`config.mk`:
```
export PLATFORM = sky130hd
export DESIGN_NAME = moving_window_average_threshold_count_top
export DESIGN_NICKNAME = d
export VERILOG_FILES = /design/src/rtl/mwatc_pkg.sv /design/src/rtl/mwatc_front.sv /design/src/rtl/mwatc_queue.sv /design/src/rtl/mwatc_back.sv /design/src/rtl/moving_window_average_threshold_count_top.sv
export SDC_FILE = /design/constraint.sdc
export NUM_CORES = 2
export LEC_CHECK = 0
export BUFFER_PORTS_ARGS = -buffer_cell sky130_fd_sc_hd__buf_4
export CAP_MARGIN = 20
export CORE_MARGIN = 2
export CORE_UTILIZATION = 35
export DETAILED_ROUTE_END_ITERATION = 16
export PLACE_DENSITY_LB_ADDON = 0.15
export SYNTH_ARGS = -nofsm -noshare
export SYNTH_HDL_FRONTEND = slang
export SYNTH_HIERARCHICAL = 1
export SYNTH_MEMORY_MAX_BITS = 65536
export SYNTH_SLANG_ARGS = --single-unit
```
`constraint.sdc`:
```
create_clock -name i_clk -period 9.1 [get_ports i_clk]
set_input_delay 1.365 -clock i_clk [delete_from_list [all_inputs] [get_ports i_clk]]
set_output_delay 1.365 -clock i_clk [all_outputs]
set_load 0.005 [all_outputs]
```
`src/rtl/mwatc_pkg.sv`:
```
// ----------------------------------------------------------------------------
// mwatc_pkg
// Shared types and fixed constants of the sliding window threshold counter.
// ----------------------------------------------------------------------------
package mwatc_pkg;

    localparam int WLEN_BITS    = 9;
    localparam int THR_BITS     = 16;
    localparam int CFG_BITS     = 16;
    localparam int CFG_IDX_BITS = 1;

    localparam logic [CFG_IDX_BITS-1:0] REG_WINDOW_LEN    = 1'b0;
    localparam logic [CFG_IDX_BITS-1:0] REG_AVG_THRESHOLD = 1'b1;

    localparam logic [WLEN_BITS-1:0] WLEN_RESET = 9'd3;
    localparam logic [THR_BITS-1:0]  THR_RESET  = 16'd0;

    localparam int QUEUE_DEPTH = 4;
    localparam int QUEUE_PTR_BITS = 2;
    localparam int QUEUE_CNT_BITS = 3;

    typedef struct packed {
        logic evict;
        logic wfull;
        logic last;
    } t_ctrl;

endpackage

```
`src/rtl/mwatc_front.sv`:
```
// ----------------------------------------------------------------------------
// mwatc_front
// Sample ring, write pointer and fill level; reads the sample leaving the window.
// ----------------------------------------------------------------------------
module mwatc_front #(
    parameter int MAX_WINDOW  = 256,
    parameter int SAMPLE_BITS = 16,
    parameter int K_BITS      = 9,
    parameter int PTR_BITS    = 8
) (
    input  logic                   i_clk,
    input  logic                   i_rst_n,
    input  logic                   i_accept,
    input  logic                   i_seq_clr,
    input  logic [K_BITS-1:0]      i_k,
    input  logic [SAMPLE_BITS-1:0] i_sample,
    input  logic                   i_seq_end,
    output logic                   o_valid,
    output logic [SAMPLE_BITS-1:0] o_sample,
    output logic [SAMPLE_BITS-1:0] o_old,
    output mwatc_pkg::t_ctrl       o_ctrl
);

    localparam int AW = K_BITS + 1;

    logic [SAMPLE_BITS-1:0] r_ring [MAX_WINDOW];
    logic [PTR_BITS-1:0]    r_ptr;
    logic [PTR_BITS-1:0]    n_ptr;
    logic [K_BITS-1:0]      r_fill;
    logic [K_BITS-1:0]      n_fill;
    logic                   r_valid;
    logic [SAMPLE_BITS-1:0] r_sample;
    logic [SAMPLE_BITS-1:0] r_old;
    mwatc_pkg::t_ctrl       r_ctrl;
    mwatc_pkg::t_ctrl       n_ctrl;
    logic [AW-1:0]          rd_wide;
    logic [PTR_BITS-1:0]    rd_addr;
    logic [PTR_BITS-1:0]    ptr_inc;
    logic [K_BITS-1:0]      fill_inc;

    always_comb begin
        rd_wide = AW'(r_ptr) + AW'(MAX_WINDOW) - AW'(i_k);
        if (rd_wide >= AW'(MAX_WINDOW)) begin
            rd_wide = rd_wide - AW'(MAX_WINDOW);
        end
        rd_addr = rd_wide[PTR_BITS-1:0];
        if (AW'(r_ptr) == AW'(MAX_WINDOW - 1)) begin
            ptr_inc = '0;
        end else begin
            ptr_inc = r_ptr + PTR_BITS'(1);
        end
        fill_inc = r_fill + K_BITS'(1);
        n_ctrl.evict = (r_fill >= i_k);
        n_fill = n_ctrl.evict ? r_fill : fill_inc;
        n_ctrl.wfull = (n_fill == i_k);
        n_ctrl.last  = i_seq_end;
        if (i_seq_end) begin
            n_ptr = '0;
        end else begin
            n_ptr = ptr_inc;
        end
    end

    // read first: the oldest sample leaves before the new one lands
    always_ff @(posedge i_clk) begin
        if (i_accept) begin
            r_old         <= r_ring[rd_addr];
            r_ring[r_ptr] <= i_sample;
            r_sample      <= i_sample;
            r_ctrl        <= n_ctrl;
        end
    end

    always_ff @(posedge i_clk) begin
        if (!i_rst_n) begin
            r_ptr   <= '0;
            r_fill  <= '0;
            r_valid <= 1'b0;
        end else begin
            r_valid <= i_accept;
            if (i_seq_clr) begin
                r_ptr  <= '0;
                r_fill <= '0;
            end else if (i_accept) begin
                r_ptr  <= n_ptr;
                r_fill <= i_seq_end ? '0 : n_fill;
            end
        end
    end

    assign o_valid  = r_valid;
    assign o_sample = r_sample;
    assign o_old    = r_old;
    assign o_ctrl   = r_ctrl;

endmodule

```
`src/rtl/mwatc_queue.sv`:
```
// ----------------------------------------------------------------------------
// mwatc_queue
// Short queue between the front and the back.
// ----------------------------------------------------------------------------
module mwatc_queue #(
    parameter int WIDTH = 35
) (
    input  logic                                 i_clk,
    input  logic                                 i_rst_n,
    input  logic                                 i_wr,
    input  logic [WIDTH-1:0]                     i_data,
    input  logic                                 i_rd,
    output logic [WIDTH-1:0]                     o_data,
    output logic                                 o_empty,
    output logic [mwatc_pkg::QUEUE_CNT_BITS-1:0] o_count
);

    logic [WIDTH-1:0]                     r_mem [mwatc_pkg::QUEUE_DEPTH];
    logic [mwatc_pkg::QUEUE_PTR_BITS-1:0] r_wptr;
    logic [mwatc_pkg::QUEUE_PTR_BITS-1:0] r_rptr;
    logic [mwatc_pkg::QUEUE_CNT_BITS-1:0] r_count;

    always_ff @(posedge i_clk) begin
        if (i_wr) begin
            r_mem[r_wptr] <= i_data;
        end
    end

    always_ff @(posedge i_clk) begin
        if (!i_rst_n) begin
            r_wptr  <= '0;
            r_rptr  <= '0;
            r_count <= '0;
        end else begin
            if (i_wr) begin
                r_wptr <= r_wptr + mwatc_pkg::QUEUE_PTR_BITS'(1);
            end
            if (i_rd) begin
                r_rptr <= r_rptr + mwatc_pkg::QUEUE_PTR_BITS'(1);
            end
            if (i_wr && !i_rd) begin
                r_count <= r_count + mwatc_pkg::QUEUE_CNT_BITS'(1);
            end else if (!i_wr && i_rd) begin
                r_count <= r_count - mwatc_pkg::QUEUE_CNT_BITS'(1);
            end
        end
    end

    assign o_data  = r_mem[r_rptr];
    assign o_empty = (r_count == '0);
    assign o_count = r_count;

endmodule

```
`src/rtl/mwatc_back.sv`:
```
// ----------------------------------------------------------------------------
// mwatc_back
// Window sum, threshold test, saturating count and result register.
// ----------------------------------------------------------------------------
module mwatc_back #(
    parameter int SAMPLE_BITS = 16,
    parameter int COUNT_BITS  = 20,
    parameter int SUM_BITS    = 25,
    parameter int NEED_BITS   = 25
) (
    input  logic                   i_clk,
    input  logic                   i_rst_n,
    input  logic                   i_seq_clr,
    input  logic [NEED_BITS-1:0]   i_need,
    input  logic                   i_q_empty,
    input  logic [SAMPLE_BITS-1:0] i_sample,
    input  logic [SAMPLE_BITS-1:0] i_old,
    input  mwatc_pkg::t_ctrl       i_ctrl,
    output logic                   o_q_rd,
    input  logic                   i_pop,
    output logic                   o_empty,
    output logic                   o_window_ok,
    output logic [COUNT_BITS-1:0]  o_match_count,
    output logic                   o_count_final
);

    localparam int CMP_BITS = (SUM_BITS > NEED_BITS) ? SUM_BITS : NEED_BITS;

    logic [SUM_BITS-1:0]   r_sum;
    logic [SUM_BITS-1:0]   n_sum;
    logic [COUNT_BITS-1:0] r_count;
    logic [COUNT_BITS-1:0] n_count;
    logic                  r_out_valid;
    logic                  r_ok;
    logic [COUNT_BITS-1:0] r_match;
    logic                  r_final;
    logic                  take;
    logic                  ok;

    assign take = !i_q_empty && (!r_out_valid || i_pop);

    always_comb begin
        n_sum = r_sum + SUM_BITS'(i_sample);
        if (i_ctrl.evict) begin
            n_sum = n_sum - SUM_BITS'(i_old);
        end
        ok = i_ctrl.wfull && (CMP_BITS'(n_sum) >= CMP_BITS'(i_need));
        n_count = r_count;
        if (ok && !(&r_count)) begin
            n_count = r_count + COUNT_BITS'(1);
        end
    end

    always_ff @(posedge i_clk) begin
        if (take) begin
            r_ok    <= ok;
            r_match <= n_count;
            r_final <= i_ctrl.last;
        end
    end

    always_ff @(posedge i_clk) begin
        if (!i_rst_n) begin
            r_sum       <= '0;
            r_count     <= '0;
            r_out_valid <= 1'b0;
        end else begin
            if (take) begin
                r_out_valid <= 1'b1;
            end else if (i_pop) begin
                r_out_valid <= 1'b0;
            end
            if (i_seq_clr) begin
                r_sum   <= '0;
                r_count <= '0;
            end else if (take) begin
                r_sum   <= i_ctrl.last ? '0 : n_sum;
                r_count <= i_ctrl.last ? '0 : n_count;
            end
        end
    end

    assign o_q_rd        = take;
    assign o_empty       = !r_out_valid;
    assign o_window_ok   = r_ok;
    assign o_match_count = r_match;
    assign o_count_final = r_final;

endmodule

```
`src/rtl/moving_window_average_threshold_count_top.sv`:
```
// ----------------------------------------------------------------------------
// moving_window_average_threshold_count_top
// Sliding window sum over unsigned samples, counts windows whose average
// reaches a threshold.
// ----------------------------------------------------------------------------
// Usage:
//   Input queue: drive i_sample and i_seq_end with push; a beat is taken
//   at an edge where push is high and full is low.
//   Result queue: while empty is low the oldest result sits on o_window_ok,
//   o_match_count and o_count_final; pop takes it.
//   Config: i_cfg_we writes i_cfg_data into register i_cfg_idx
//   (0 = window_len, 1 = avg_threshold); a window_len write starts a new
//   sequence. Write only while the block is idle.
// Timing:
//   One beat per cycle sustained while full stays low. A taken beat is
//   read from the ring into the front register, then written into the
//   queue, then run through the sum update into the result register.
//   A stalled result holds while the front keeps taking beats until the
//   queue and the front stage hold four beats, then full rises.
// Reset: clears pointers, fill, sum, count and queues; window_len = 3,
//   avg_threshold = 0. Ring contents are not cleared.
// ----------------------------------------------------------------------------
module moving_window_average_threshold_count_top #(
    parameter int MAX_WINDOW  = 256,
    parameter int SAMPLE_BITS = 16,
    parameter int COUNT_BITS  = 20
) (
    input  logic                                i_clk,
    input  logic                                i_rst_n,
    input  logic                                push,
    output logic                                full,
    input  logic [SAMPLE_BITS-1:0]              i_sample,
    input  logic                                i_seq_end,
    output logic                                empty,
    input  logic                                pop,
    output logic                                o_window_ok,
    output logic [COUNT_BITS-1:0]               o_match_count,
    output logic                                o_count_final,
    input  logic                                i_cfg_we,
    input  logic [mwatc_pkg::CFG_IDX_BITS-1:0]  i_cfg_idx,
    input  logic [mwatc_pkg::CFG_BITS-1:0]      i_cfg_data
);

    localparam int K_BITS    = $clog2(MAX_WINDOW + 1);
    localparam int PTR_BITS  = (MAX_WINDOW > 1) ? $clog2(MAX_WINDOW) : 1;
    localparam int SUM_BITS  = SAMPLE_BITS + K_BITS;
    localparam int NEED_BITS = K_BITS + mwatc_pkg::THR_BITS;
    localparam int CTRL_BITS = $bits(mwatc_pkg::t_ctrl);
    localparam int Q_BITS    = 2 * SAMPLE_BITS + CTRL_BITS;

    logic [mwatc_pkg::WLEN_BITS-1:0] r_wlen;
    logic [mwatc_pkg::THR_BITS-1:0]  r_thr;
    logic [NEED_BITS-1:0]            r_need;
    logic [K_BITS-1:0]               k_eff;
    logic                            seq_clr;
    logic                            accept;

    logic                                 f_valid;
    logic [SAMPLE_BITS-1:0]               f_sample;
    logic [SAMPLE_BITS-1:0]               f_old;
    mwatc_pkg::t_ctrl                     f_ctrl;
    logic [Q_BITS-1:0]                    q_head;
    logic                                 q_empty;
    logic                                 q_rd;
    logic [mwatc_pkg::QUEUE_CNT_BITS-1:0] q_count;
    mwatc_pkg::t_ctrl                     b_ctrl;

    assign seq_clr = i_cfg_we && (i_cfg_idx == mwatc_pkg::REG_WINDOW_LEN);

    always_ff @(posedge i_clk) begin
        if (!i_rst_n) begin
            r_wlen <= mwatc_pkg::WLEN_RESET;
            r_thr  <= mwatc_pkg::THR_RESET;
        end else if (i_cfg_we) begin
            case (i_cfg_idx)
                mwatc_pkg::REG_WINDOW_LEN: begin
                    r_wlen <= i_cfg_data[mwatc_pkg::WLEN_BITS-1:0];
                end
                mwatc_pkg::REG_AVG_THRESHOLD: begin
                    r_thr <= i_cfg_data[mwatc_pkg::THR_BITS-1:0];
                end
                default: begin
                end
            endcase
        end
    end

    always_comb begin
        if (r_wlen == '0) begin
            k_eff = K_BITS'(1);
        end else if (32'(r_wlen) > MAX_WINDOW) begin
            k_eff = K_BITS'(MAX_WINDOW);
        end else begin
            k_eff = K_BITS'(r_wlen);
        end
    end

    always_ff @(posedge i_clk) begin
        r_need <= NEED_BITS'(k_eff) * NEED_BITS'(r_thr);
    end

    // hold off while the queue could not absorb the beat in flight
    assign full   = (32'(q_count) + 32'(f_valid)) >= mwatc_pkg::QUEUE_DEPTH;
    assign accept = push && !full;

    mwatc_front #(
        .MAX_WINDOW  (MAX_WINDOW),
        .SAMPLE_BITS (SAMPLE_BITS),
        .K_BITS      (K_BITS),
        .PTR_BITS    (PTR_BITS)
    ) u_front (
        .i_clk     (i_clk),
        .i_rst_n   (i_rst_n),
        .i_accept  (accept),
        .i_seq_clr (seq_clr),
        .i_k       (k_eff),
        .i_sample  (i_sample),
        .i_seq_end (i_seq_end),
        .o_valid   (f_valid),
        .o_sample  (f_sample),
        .o_old     (f_old),
        .o_ctrl    (f_ctrl)
    );

    mwatc_queue #(
        .WIDTH (Q_BITS)
    ) u_queue (
        .i_clk   (i_clk),
        .i_rst_n (i_rst_n),
        .i_wr    (f_valid),
        .i_data  ({f_old, f_sample, f_ctrl}),
        .i_rd    (q_rd),
        .o_data  (q_head),
        .o_empty (q_empty),
        .o_count (q_count)
    );

    assign b_ctrl = q_head[CTRL_BITS-1:0];

    mwatc_back #(
        .SAMPLE_BITS (SAMPLE_BITS),
        .COUNT_BITS  (COUNT_BITS),
        .SUM_BITS    (SUM_BITS),
        .NEED_BITS   (NEED_BITS)
    ) u_back (
        .i_clk         (i_clk),
        .i_rst_n       (i_rst_n),
        .i_seq_clr     (seq_clr),
        .i_need        (r_need),
        .i_q_empty     (q_empty),
        .i_sample      (q_head[CTRL_BITS +: SAMPLE_BITS]),
        .i_old         (q_head[CTRL_BITS + SAMPLE_BITS +: SAMPLE_BITS]),
        .i_ctrl        (b_ctrl),
        .o_q_rd        (q_rd),
        .i_pop         (pop),
        .o_empty       (empty),
        .o_window_ok   (o_window_ok),
        .o_match_count (o_match_count),
        .o_count_final (o_count_final)
    );

endmodule

```
---- Word level (Yosys, flattened, before mapping) ----
Memories as Yosys holds them, arrays and structs flattened. A register that Yosys moved wholly into a read port is not among the register bits.
Cells that the tools add are included.
cells by class
  $add $sub $neg .......................... 13
  multipliers ............................. 1
  $lt $le $gt $ge ......................... 5
  eq/ne operators ......................... 2
  muxes and demuxes ....................... 21
  bitwise logic cells ..................... 2
  reductions and logical operators ........ 22
operators with widths
  operator                                                                 count
  25-bit 2-to-1 mux                                                        2
  20-bit 2-to-1 mux                                                        2
  9-bit 2-to-1 mux                                                         4
  25-bit by 16-bit adder with 25-bit output                                1
  25-bit >= comparator                                                     1
  9-bit by 16-bit multiplier with 25-bit output                            1
  25-bit by 16-bit subtractor with 25-bit output                           1
  8-bit 2-to-1 mux                                                         3
  20-bit by 1-bit adder with 20-bit output (second input constant)         1
  20-bit AND reduction                                                     1
  8-bit by 9-bit adder with 10-bit output (second input constant)          1
  10-bit by 9-bit >= comparator with 1-bit output (second input constant)  1
  10-bit by 9-bit subtractor with 10-bit output                            1
  9-bit by 1-bit adder with 9-bit output (second input constant)           1
  9-bit equality test                                                      1
  9-bit >= comparator                                                      1
  9-bit > comparator (second input constant)                               1
  9-bit logical NOT                                                        1
  8-bit by 1-bit adder with 8-bit output (second input constant)           1
  8-bit equality test (second input constant)                              1
  8-bit by 1-bit subtractor with 8-bit output (second input constant)      1
  1-bit logical AND                                                        7
  1-bit logical NOT                                                        6
  1-bit 2-to-1 mux                                                         6
  13 further kinds                                                         19
storage, ports and cells
  register bits ........................... 162
  bits in writable memories ............... 4236
  bits of input ports ..................... 39
  output and inout bits ................... 24
  word-level logic and storage cells ...... 87
  memories kept ........................... 2
memory list
  memory          words  width  rd ports  clocked after memory_dff  wr ports  line               text
  u_front.r_ring  256    16     1         1                         1         mwatc_front.sv:26  logic [SAMPLE_BITS-1:0] r_ring [MAX_WINDOW];
  u_queue.r_mem   4      35     1         1                         1         mwatc_queue.sv:18  logic [WIDTH-1:0] r_mem [mwatc_pkg::QUEUE_DEPTH];

---- Longest topological paths before layout ----
  depth in word-level cells ............... 8
  mapped depth ............................ 34
  depth with buffers taken out ............ 31

---- By module ----
Netlist, hierarchy kept.
by module, submodules not included
  module                                     times used  cells an instance  area each (um^2)
  mwatc_front                                1           7191               160437.6
  moving_window_average_threshold_count_top  1           717                6104.6
  mwatc_back                                 1           703                5758.0
  mwatc_queue                                1           225                5540.3

---- Least setup slack after synthesis ----
Ideal clock, no wire load.
  kind .................................... register to register
  from .................................... reg with a tool-made name
  to ...................................... reg u_back.r_count[9]
  library setup time ...................... 71 ps
  data arrival time ....................... 6626 ps
  required time ........................... 9029 ps
  path slack .............................. 2404 ps
  cell stages (with the launch flop) ...... 32
  path buffers ............................ 3
  clock period less this slack ............ 6696 ps
  cell sequence ........................... dfxtp_1 buf_6 buf_12 mux4_2 ha_1 a21o_1 and4_1 o21ai_2 nor2_1 a211o_1 a21oi_1 xnor2_1 ha_1 and3_1 a311oi_1 o21ai_0 a21o_1 a211oi_1 nor2_1 mux2_2 ha_1 nand4_1 or2_2 nor4_1 a211oi_1 o21ai_1 o21ai_1 nor2_1 buf_2 nand3_1 or3_1 a21oi_1
RTL lines
  element                 line              text
  end signal: assignment  mwatc_back.sv:78  r_count <= i_ctrl.last ? '0 : n_count;
  end: declaration        mwatc_back.sv:31  logic [COUNT_BITS-1:0] r_count;

==> impl_metrics.csv <==
group,metric,value,unit
outcome,status,"complete, no violations",
clock_network,clk_path_buf_depth,4,
worst_setup_path,crit_fanout,11,
power,p_int,37.03,mW
worst_setup_path,worstSetupPathType,"reg2reg",
sta,rsz0062_at_grt,"false",
logic_synthesis,synth.distinct_cells,94,
logic_synthesis,synthFlopType,"edfxtp_1",
sta,relSlewSlack,7.126,%
floorplanning,die_area,0.5138,mm2
clock_network,cts-buffers-inserted,469,
finish,final_nets,9592,
floorplanning,die_w,716.8,um
clock_network,cts_sinks,4416,
worst_setup_path,rrSetupSlack,1.06,ns
floorplanning,die_y,716.8,um
logic_synthesis,syn_area,0.1778,mm2
clock_network,cts_hold_buf,0,
sta,hold_viol,0,
clock_network,insertion_delay,1.04,ns
drt,drt_wl_total,510.0,mm
logic_synthesis,synth-seq-area-share,73.87,%
placement,globalplace.congestion,0.8127,
floorplanning,core.rowCount,261,
sta,setup_violations,0,
worst_setup_path,cp_top_family,"simple AND/OR/NAND/NOR gates",
worst_setup_path,crit_path_start_kind,"register",
drt,ant_nets,0,
sta,tns,0,ns
min_path,worstHoldStart,"r_wlen[6]$_SDFFE_PN0P_",
clock_network,cts_setup_buffers,0,
min_path,worstHoldPathCells,2,
worst_setup_path,required,9.85,ns
power,p_clk_share,36.6,%
worst_setup_path,slowest_stage,"nor3b_1",
clock_network,cts_resized,0,
placement,port_buffers,62,
drt,remaining_drc_errors,0,
min_path,hold_class,"reg2reg",
floorplanning,fp.coreArea,0.5055,mm2
logic_synthesis,synth_edf_count,4293,
finish,syn2layout_area_growth,14.53,%
grt,antenna_found_initial,27,
sta,fin_crit_sh,88.32,%
floorplanning,boundaryPins,63,
grt,grt_pass1_vias,92030,
grt,grtUsageTotal,19.61,%
clock_network,htree_levels,5,
drt,drt_iter0_markers,9331,
logic_synthesis,syn_inst,8836,
worst_setup_path,worst-r2r-cell-count,27,
worst_setup_path,crit_arrival,8.79,ns
grt,busiest_layer,"met2",
worst_setup_path,worst-path-buf-inv,1,
logic_synthesis,async_flop_share,0,%
power,powerDensity,249.0,mW/mm2
flow_run,drv_cap,0,
clock_network,cts_tree,"done",
power,design_power_total,50.72,mW
power,p_sw,13.69,mW
worst_setup_path,cp-end-kind,"register",
grt,met2_usage,32.33,%
floorplanning,initial_utilization,35.18,%
worst_setup_path,cp_slowest_stage_delay,0.59,ns
power,vdd_drop_max,0.0001995,V
power,seqPwrFrac,45.0,%
placement,dp_hpwl,304.6,mm
grt,grt_max_degree,166,
finish,final_core_util,40.29,%
finish,layout-drive-gt1-share,26.18,%
grt,gr-usage-met3,2.798,%
drt,routedWlPerCell,31.01,um
grt,grt-ovfl-total,0,
worst_setup_path,timing.rr.end,"u_back/o_match_count[16]$_DFFE_PP_",
sta,tightestPinTransition,1.393,ns
clock_network,path_clk_slew,0.06,ns
sta,fin_crit,8.037,ns
sta,finalMaxSlewViolations,0,
sta,max_freq,0.1244,GHz
worst_setup_path,crit_top_cell,"ha_1",
drt,vias,89610,
power,power.leakage,63.98,nW
grt,grtUsageMet1,27.28,%
logic_synthesis,ys_ff_latch,4416,
logic_synthesis,synth.avg_cell_area,20.13,um2
clock_network,ctsRootBufferMaster,"clkbuf_16",
sta,clock_skew,0.09403,ns
drt,vias_per_cell,5.448,
min_path,hold-path-endpoint,"r_wlen[6]$_SDFFE_PN0P_",
logic_synthesis,syn_nets,9107,
logic_synthesis,ys_warn_count,6,
grt,grt_pass1_wl,718.6,mm
power,comb_power_share,18.4,%
power,swShare,26.99,%
drt,dr.pass1.iters,7,
==> placed cells by master, fill, tap and decap left out, drive strengths merged, types with 83 or more instances in the layout <==
cell,instances
edfxtp,4293
mux4,1193
nand2,683
clkbuf,587
buf,489
nor2,385
inv,227
clkinv,227
nand3,178
a21oi,135
ha,129
dfxtp,123
o21ai,116
fa,103
mux2i,95
and2,83
==> layout make-up <==
cell class	count	area, um2
Timing Repair Buffer	490	4597
Sequential cell	4416	131400
Clock buffer	586	12270
Multi-Input combinational cell	3730	43680
Inverter	214	803.3
Tap cell	6706	8391
Antenna cell	25	62.56
Fill cell	44890	301800
Clock inverter	281	2492
==> worst register-to-register path: stages (launching register included) <==
cell and delay, ns:
dfxtp_2 0.45, buf_4 0.30, mux4_2 0.56, ha_1 0.38, o211ai_1 0.11, a21oi_1 0.30
o21a_1 0.27, nor2_1 0.09, o21ai_0 0.30, xor2_1 0.29, ha_1 0.33, and3_1 0.25
a311oi_1 0.26, o21ai_0 0.27, nand3_1 0.18, nand3_1 0.16, nor4_1 0.59, xnor2_1 0.18
ha_1 0.32, and4_1 0.23, nand2b_1 0.06, nor4_1 0.31, a211oi_1 0.12, o21ai_1 0.28
o21ai_1 0.20, nor3b_1 0.60, nand4_1 0.25, xnor2_1 0.18
==> registers in the layout (all words and copies together) (netlist names), 3 cells and up, named ones only <==
name / cells
r_need: 25
r_thr: 16
r_wlen: 9
u_back/o_match_count: 20
u_back/r_count: 20
u_back/r_sum: 25
u_front/o_ctrl: 3
u_front/o_old: 16
u_front/o_sample: 16
u_front/r_fill: 9
u_front/r_ptr: 8
u_front/r_ring: 4096
u_queue/o_count: 3
u_queue/r_mem: 140
==> power groups by stage <==
stage | Sequential, mW | Clock, mW | Combinational, mW
after floorplan | 23.1 | 0 | 6.23
after global placement | 23.2 | 0 | 9.42
after detailed placement | 23.3 | 0 | 9.48
after CTS | 22.8 | 19.0 | 9.52
after global routing | 22.8 | 19.8 | 10.0
final | 22.8 | 18.5 | 9.35
==> per-stage QoR <==
step,hold slack (ns),cells,cell area (um2),worst slack (ns)
after global routing,0.5191,16430,203600,0.5082
after CTS,0.4729,16410,203400,1.059
after detailed placement,0.4727,15540,188700,1.103
after global placement,0.4673,15520,188200,1.157
final,0.4836,16450,203700,1.063
after floorplan,0.4416,8836,177800,2.404
==> routing by layer <==
layer / routed length (um) / vias up
met1: 218800 / 49070
li1: - / 36900
met4: 15120 / 0
met3: 29360 / 635
met2: 246800 / 2998
met5: 0 / -
==> cells in the mapped netlist, types with 40 or more instances <==
library cell | instances | area [um2]
nand3_1 | 178 | 890.9
buf_1 | 53 | 198.9
clkbuf_1 | 179 | 671.9
mux4_2 | 1188 | 26760
buf_4 | 86 | 645.6
nor2_1 | 384 | 1441
and2_1 | 83 | 519.3
nor3_1 | 40 | 200.2
dfxtp_1 | 123 | 2462
edfxtp_1 | 4293 | 128900
nand2_1 | 681 | 2556
mux2i_1 | 95 | 950.9
fa_1 | 103 | 2062
inv_1 | 212 | 795.8
buf_2 | 116 | 580.6
ha_1 | 129 | 1614
o21ai_0 | 94 | 470.5
a21oi_1 | 133 | 665.6
xnor2_1 | 70 | 613.1
==> how the worst max path moves through the flow <==
stage                     slack [ns]  startpoint                            endpoint  depth (start not counted)
final                           1.06    register  u_back/o_match_count[16]$_DFFE_PP_                         27
after global placement          1.16    register      u_back/r_count[4]$_SDFFE_PP0P_                         28
after floorplan                 2.40    register      u_back/r_count[9]$_SDFFE_PP0P_                         31
after CTS                       1.06    register      u_back/r_count[4]$_SDFFE_PP0P_                         28
after global routing            0.51    register      u_back/r_count[4]$_SDFFE_PP0P_                         28
after detailed placement        1.10    register      u_back/r_count[4]$_SDFFE_PP0P_                         28
==> cells by family (layout without fill, tap and decap cells) <==
family	count (synthesis)	after routing	synth area share (%)
DFF	4416	4416	73.87
and+or+nand+nor	1535	1535	3.803
muxes	1298	1298	15.72
buffers and inverters	690	1571	1.916
AOI/OAI and AO/OA	558	558	2.097
adders and majority gates	232	232	2.067
xor gates and xnor gates	107	107	0.5270
other	0	25	0
No activity file was read; power rests on OpenSTA's default activity.
